===== config.mk =====
export PLATFORM = sky130hd
export DESIGN_NAME = smerm_div
export DESIGN_NICKNAME = d
export VERILOG_FILES = /design/src/rtl/smerm_pkg.sv /design/src/rtl/smerm_div.sv
export SDC_FILE = /design/constraint.sdc
export NUM_CORES = 1
export LEC_CHECK = 0
export BUFFER_PORTS_ARGS = -buffer_cell sky130_fd_sc_hd__buf_2
export CORE_ASPECT_RATIO = 1.5
export CORE_MARGIN = 2
export CORE_UTILIZATION = 63
export CTS_BUF_LIST = sky130_fd_sc_hd__clkbuf_16
export CTS_CLUSTER_DIAMETER = 120
export DETAILED_ROUTE_END_ITERATION = 7
export PLACE_DENSITY = 0.84
export SYNTH_ARGS = -nofsm -noshare
export SYNTH_HDL_FRONTEND = slang
export SYNTH_SLANG_ARGS = --single-unit

===== constraint.sdc =====
create_clock -name clk -period 6.4 [get_ports clk]
set_clock_uncertainty 0.1 [all_clocks]
set_input_delay 1.6 -clock clk [delete_from_list [all_inputs] [get_ports clk]]
set_output_delay 1.6 -clock clk [all_outputs]
set_load 0.01 [all_outputs]

===== src/rtl/smerm_pkg.sv =====
// Shared types and constants for the sliding minute event rate monitor.
package smerm_pkg;

  localparam int TICK_W     = 16;
  localparam int SUM_W      = 32;
  localparam int LOAD_W     = 7;
  localparam int OP_W       = 2;
  localparam int CFG_IDX_W  = 2;
  localparam int CFG_DATA_W = 16;

  localparam int SUM_COUNT  = 5;
  localparam int SUM_IDX_W  = 3;

  localparam int DIV_REM_W  = 40;
  localparam int DIV_CNT_W  = 3;

  localparam logic [TICK_W-1:0] TICK_MAX  = '1;
  localparam logic [TICK_W-1:0] TPS_RESET = 16'd1000;
  localparam logic [LOAD_W-1:0] PCT_MAX   = 7'd100;
  localparam logic [DIV_CNT_W-1:0] DIV_STEPS_LAST = 3'd6;

  typedef enum logic [OP_W-1:0] {
    OP_TICK    = 2'd0,
    OP_SYSCALL = 2'd1,
    OP_IRQ     = 2'd2,
    OP_LOCK    = 2'd3
  } op_t;

  typedef enum logic [CFG_IDX_W-1:0] {
    CFG_TPS    = 2'd0,
    CFG_ENABLE = 2'd1
  } cfg_idx_t;

  typedef enum logic [SUM_IDX_W-1:0] {
    SUM_SYS  = 3'd0,
    SUM_IRQ  = 3'd1,
    SUM_LOCK = 3'd2,
    SUM_BUSY = 3'd3,
    SUM_IDLE = 3'd4
  } sum_idx_t;

  typedef enum logic [2:0] {
    S_IDLE,
    S_UPD,
    S_ROT,
    S_DSTART,
    S_DIV,
    S_OUT
  } seq_state_t;

  // Handshake between sequencer and divider.
  typedef struct packed {
    logic start;
  } div_req_t;

  typedef struct packed {
    logic                 done;
    logic [LOAD_W-1:0]    load;
  } div_rsp_t;

endpackage


===== src/rtl/smerm_div.sv =====
// Restoring divider for load percent: busy*100 / (busy+idle), one quotient bit per cycle.
module smerm_div (
  input  logic                          clk,
  input  logic                          rst_n,
  input  smerm_pkg::div_req_t           req,
  input  logic [smerm_pkg::SUM_W-1:0]   busy_sum,
  input  logic [smerm_pkg::SUM_W-1:0]   idle_sum,
  output smerm_pkg::div_rsp_t           rsp
);

  logic [smerm_pkg::DIV_REM_W-1:0]  rem_r;
  logic [smerm_pkg::DIV_REM_W-1:0]  dvs_r;
  logic [smerm_pkg::LOAD_W-1:0]     q_r;
  logic [smerm_pkg::DIV_CNT_W-1:0]  cnt_r;
  logic                             run_r;
  logic                             done_r;
  logic                             zero_r;

  logic [smerm_pkg::SUM_W:0]        total_c;
  logic [smerm_pkg::DIV_REM_W-1:0]  busy_x;
  logic [smerm_pkg::DIV_REM_W-1:0]  num_c;
  logic                             ge_c;

  assign total_c = {1'b0, busy_sum} + {1'b0, idle_sum};
  assign busy_x  = smerm_pkg::DIV_REM_W'(busy_sum);
  // x100 = x64 + x32 + x4
  assign num_c   = (busy_x << 6) + (busy_x << 5) + (busy_x << 2);
  assign ge_c    = (rem_r >= dvs_r);

  always_ff @(posedge clk) begin
    if (req.start) begin
      rem_r  <= num_c;
      dvs_r  <= {1'b0, total_c, 6'b0};
      q_r    <= '0;
      zero_r <= (total_c == '0);
    end else if (run_r) begin
      if (ge_c) begin
        rem_r <= rem_r - dvs_r;
      end
      q_r   <= {q_r[smerm_pkg::LOAD_W-2:0], ge_c};
      dvs_r <= dvs_r >> 1;
    end
  end

  always_ff @(posedge clk) begin
    if (!rst_n) begin
      run_r  <= 1'b0;
      done_r <= 1'b0;
      cnt_r  <= '0;
    end else begin
      done_r <= 1'b0;
      if (req.start) begin
        run_r <= 1'b1;
        cnt_r <= smerm_pkg::DIV_STEPS_LAST;
      end else if (run_r) begin
        cnt_r <= cnt_r - 1'b1;
        if (cnt_r == '0) begin
          run_r  <= 1'b0;
          done_r <= 1'b1;
        end
      end
    end
  end

  assign rsp.done = done_r;
  assign rsp.load = zero_r ? '0 : ((q_r > smerm_pkg::PCT_MAX) ? smerm_pkg::PCT_MAX : q_r);

endmodule


**After elaboration in Yosys (flattened, before gate mapping)**

Index checks and enable logic that the tools add are counted.

- Bits in registers: 92
- Input bits: 67
- Output and inout bits: 8
- Logic and storage cells: 38

- Add/subtract/negate cells: 5
- $lt $le $gt $ge: 2
- Mux-type cells: 13
- Bitwise gates (word level): 2
- Reductions and logical operators: 7

Operators by type and width:

| operator | count |
|---|---|
| $mux 40 | 3 |
| $mux 39 | 2 |
| $add 39x34->40 | 1 |
| $ge 40x39->1 | 1 |
| $sub 40x39->40 | 1 |
| $add 38x37->39 | 1 |
| $add 32x32->33 | 1 |
| $logic_not 33->1 | 1 |
| $mux 7 | 2 |
| $gt 7x7->1 const B | 1 |
| $mux 3 | 2 |
| $mux 1 | 4 |
| $reduce_bool 2->1 | 2 |
| $logic_not 3->1 | 1 |
| $reduce_or 3->1 | 1 |
| $sub 3x1->3 const B | 1 |
| $not 1->1 | 2 |
| $reduce_and 2->1 | 1 |
| $reduce_or 2->1 | 1 |

**Longest topological paths before layout**

- Word-level depth: 4
- Gate-level depth with buffers: 14
- Depth with buffers taken out: 14

**Least setup slack after synthesis**

OpenSTA, ideal clock, no wires.

- Kind: input-to-reg
- Start point: input port busy_sum[0] in the netlist's numbering
- End point: register rem_r[38] in the netlist's numbering (data pin)
- Library setup time: 0.271 ns
- Arrival: 4.896 ns
- Required time: 6.029 ns
- Setup slack: 1.133 ns
- Stages: 14
- Buffers on the path: 0
- Path through: inv_1 -> fa_1 -> inv_1 -> ha_1 -> fa_1 -> a21o_1 -> a221oi_1 -> nor3_1 -> o32ai_1 -> o21ai_0 -> a2111oi_0 -> o31ai_1 -> a21oi_1 -> mux2i_1

- Longest elaborated chain between the ends: 3

RTL lines:

| what | RTL line | source |
|---|---|---|
| start: declaration | smerm_div.sv:6 | `input logic [smerm_pkg::SUM_W-1:0] busy_sum,` |
| $add 38x37->39 | smerm_div.sv:27 | `assign num_c = (busy_x << 6) + (busy_x << 5) + (busy_x << 2);` |
| $add 39x34->40 * | smerm_div.sv:27 |  |
| $mux 40 * | smerm_div.sv:31 | `if (req.start) begin` |
| end signal: assignment | smerm_div.sv:32 | `rem_r <= num_c;` |
| end signal: assignment | smerm_div.sv:38 | `rem_r <= rem_r - dvs_r;` |
| end: declaration | smerm_div.sv:11 | `logic [smerm_pkg::DIV_REM_W-1:0] rem_r;` |

Mark *: on every way between the ends. The rest lies on a longest branch, timed or not.
A chain may end at the register's enable or synchronous reset.

**Worst setup path in the final report**

- Start point: input port busy_sum[1] in the netlist's numbering
- End point: register rem_r[38] in the netlist's numbering (data pin)

Same word-level chain as after synthesis.

==> Flow_metrics.wiki <==
{| class="wikitable"
! Metric !! Value
|-
| Global-route wire length before repair || ~41000 um
|-
| Worst slew pin tran || ~950 ps
|-
| Area of the core || 15550 sq um
|-
| Minimum period implied by the final worst setup slack || 5267 ps
|-
| Highest-count cells in the layout ignoring fill and taps || 110 x ha_1, 109 x a21oi_1, 92 x nand2_1
|-
| Worst path buffer plus inverter count || 5
|-
| Number of vias per cell after detailed routing || roughly 6.4
|-
| Die Span Y || between 150 and 200 um
|-
| Switching Fraction || 44.39%
|-
| Wirelength per Cell || around 18 um
|-
| Final std cells w/o fill || 1384
|-
| Pin count of the biggest net entering global routing || 67
|-
| Worst reg2reg path startpoint || rem_r[0]
|-
| H-tree Lvls || 3
|-
| FFs w/ async S/R, synth || 0%
|-
| Multi-input gate area in the final layout || 6958 sq um
|-
| Final worst-path cycle share || 82.29%
|-
| Capturing element type of the critical path || flip-flop
|-
| Maximum clock rate || 189.9 MHz
|-
| 1st-iter DRT viols || 751
|-
| Biggest fanout along the worst timing path || 4
|-
| Hold path start || dvs_r[0]
|-
| Layout Area Growth over Synthesis || 8.333%
|-
| DRT Wirelength || 24920 um
|-
| Root buffer selected by CTS || clkbuf_16
|-
| Gpl congestion || 0.9355
|-
| Initial antenna violation count || 0
|-
| Combinational share of power || between 60% and 70%
|-
| Total clock buffers created by CTS || 9
|-
| Count of instances resized after the clock tree is built || 0
|-
| Via count of the first global-routing pass || 8552
|-
| Slowest cell on crit path || fa_1
|-
| Input/output buffers || 74
|-
| Final design area excluding fillers || ~11000 sq um
|-
| Cell count after synthesis || 1128
|-
| Residual overflow from global routing || 0
|-
| Internal Power || about 2.2 mW
|-
| Dominant register cell in the synthesized netlist || edfxtp_1
|-
| DRC violation count after routing || 0
|-
| Family with the most delay on the worst path || compound AO/OA/AOI/OAI gates
|-
| Crit path DAT || 5240 ps
|-
| RR Endpoint || rem_r[39]
|-
| Reg clk slew, reported paths || approximately 60 ps
|-
| Slew Limit Fails || 0
|-
| Clock tree sinks || 92
|-
| Clock tree from TritonCTS || yes
|-
| Number of nets with antenna violations after routing || 0
|-
| Number of warnings issued by yosys || 0
|-
| Path type of the worst setup path || in -> reg
|-
| Leading cell type in the layout, fill and taps excluded || ha_1
|-
| Setup bufs post-CTS || 0
|-
| Leak Pwr || around 4.8 nW
|-
| Required @ worst endpoint || 6380 ps
|-
| Total count of hold-check failures in the final report || 0
|-
| Cell depth of the worst min-delay path || 2
|-
| Setup repair after global routing missed its margin || no
|-
| Hold-fix buffers at CTS || 0
|-
| Number of vias after detailed routing || ~8900
|-
| Final net count || 1386
|-
| Ratio of total power to cell area || 375.4 nW/um^2
|-
| Post-Syn Area per Cell || 8.813 sq um
|-
| Sequential fraction of design power || 24.1%
|-
| EDFF count, synth || 74
|-
| Fraction of the yosys area taken by sequential cells || 25.98%
|-
| Slack of the worst reg-to-reg path || 1770 ps
|-
| Clock insertion delay at the later pin of the skew report || 350 ps
|-
| WHS Endpoint || dvs_r[0]
|-
| Number of max-cap violations || 0
|-
| Cell chain of the critical path || buf_2 > inv_1 > fa_1 > inv_1 > ha_1 > fa_1 > a21o_1 > a221oi_1 > buf_4 > nor3_1 > o32ai_1 > buf_4 > o21ai_0 > a2111oi_0 > o31ai_1 > a21oi_1 > mux2i_1
|-
| Synth area leader || edfxtp_1
|-
| Worst Setup Start Kind || primary input
|-
| Placement-stage worst setup slack || 833.8 ps
|-
| DP Wirelength || 19650 um
|-
| Syn_nets || 1336
|-
| Ant. Diodes || 0
|-
| Hold Crit Class || reg -> reg
|-
| Count of pins on the block boundary || between 70 and 80
|-
| Starting density of the core || 63.91%
|-
| Peak VDD IR || 0.1919 mV
|-
| Fraction of post-synthesis cell area in the top cell type by area || roughly 22%
|-
| Synthesized cell area || 9941 sq um
|-
| Synthesis-stage register bit count || 92
|-
| Detailed Routing Iterations Pass 1 || 5
|-
| Area taken by flip-flops and latches || around 2600 sq um
|-
| Fill cell total of the finished layout || 1331
|-
| DIE AREA || 16820 sq um
|-
| Die extent in x || around 110 um
|-
| Placed instance count || ~1400
|-
| Delay contributed by the slowest stage of the critical path || roughly 510 ps
|-
| Largest cells by area after synthesis || edfxtp_1 22%, ha_1 14%, fa_1 6.2%, a21oi_1 5.5%, a21o_1 5.0%
|-
| Standard-cell rows || 56
|-
| Total negative setup slack || 0 ps
|-
| GRT Overall Usage || a little under a third
|-
| Cells on worst reg2reg path || 13
|-
| Final-report setup violation count || 0
|-
| Post-route worst setup slack || 1133 ps
|-
| Distinct cell type count of the synthesized netlist || 76
|-
| Outcome || finished clean
|-
| Net Switching || around 1.8 mW
|-
| Deepest clock path buffer count || 2
|-
| Relative slew slack || 36.57%
|-
| Share of cells above drive strength 1 || a little under a tenth
|-
| Placed cell area || 10460 sq um
|-
| Part of the power in the clock network || 14.2%
|}
## stage by stage
| step | total power [mW] | hold slack, ps | utilization [%] |
|---|---|---|---|
| after floorplan | 2.832 | 364.7 | - |
| after global placement | 3.325 | 382.0 | 67.22 |
| after detailed placement | 3.390 | 400.0 | 67.22 |
| after CTS | 3.997 | 414.5 | 69.23 |
| after global routing | 4.350 | 461.2 | 69.23 |
| final | 4.042 | 420.1 | 69.23 |
## state kept, by name, summed over array words and instances (netlist names)
name and count:
cnt_r 3, done_r 1, dvs_r 39, q_r 7, rem_r 40, run_r 1
zero_r 1
## how the worst max path moves through the flow
stage | from | endpoint | slack [ps] | cells past startpoint
after floorplan | busy_sum[0] | rem_r[38] | 1130 | 14
after global placement | busy_sum[1] | rem_r[38] | 890 | 17
after detailed placement | busy_sum[1] | rem_r[38] | 830 | 17
after CTS | busy_sum[1] | rem_r[38] | 1170 | 17
after global routing | busy_sum[1] | rem_r[38] | 950 | 17
final | busy_sum[1] | rem_r[38] | 1130 | 17
## tightest hold or removal path: cells and delay by family, from the launching register on
family / cells / cell delay, ps
AND/OR/NAND/NOR: 1 / 90
flip-flops: 1 / 330
multiplexers: 1 / 70
## cell type report
class | count | share of cell area (%)
inverters | 65 | 2.266
flip-flops and latches | 92 | 23.98
multi-input cells | 930 | 64.61
clock buffers | 9 | 2.091
repair buffers | 80 | 3.881
well taps | 203 | 2.359
clock inverters | 5 | 0.8133
## cell families after synthesis
kind of cell | after synthesis | share of synthesized area (%)
fa+ha+maj | 141 | 20.09
simple gates | 286 | 13.81
mux | 18 | 1.825
xor+xnor | 86 | 7.577
flops | 92 | 25.98
compound gates | 399 | 26.62
buf+inv | 106 | 4.103
## power groups by stage
| stage | logic (mW) | clock network (mW) | registers [mW] |
|---|---|---|---|
| 4_1_cts | 2.44 | 0.579 | 0.976 |
| 5_1_grt | 2.76 | 0.596 | 0.994 |
| 3_5_place_dp | 2.40 | 0 | 0.987 |
| 3_3_place_gp | 2.35 | 0 | 0.976 |
| 6_report | 2.49 | 0.576 | 0.976 |
| 2_1_floorplan | 1.87 | 0 | 0.959 |
## cells in the mapped netlist (20+ instances only)
cell type	number
a21o_1	66
a21oi_1	109
a22o_1	28
clkbuf_1	31
edfxtp_1	74
fa_1	31
ha_1	110
inv_1	64
nand2_1	92
nand3_1	20
nor2_1	76
o21ai_0	69
xnor2_1	47
xor2_1	39
## layer usage
layer	GRT usage [%]	vias to the layer above	routed length, um
li1	-	4295	-
met3	2.388	55	1162
met2	53.29	314	12560
met1	38.00	4257	10440
met5	0	-	0
met4	11.26	0	757
Note: power is estimated with default switching activity, not from simulation.
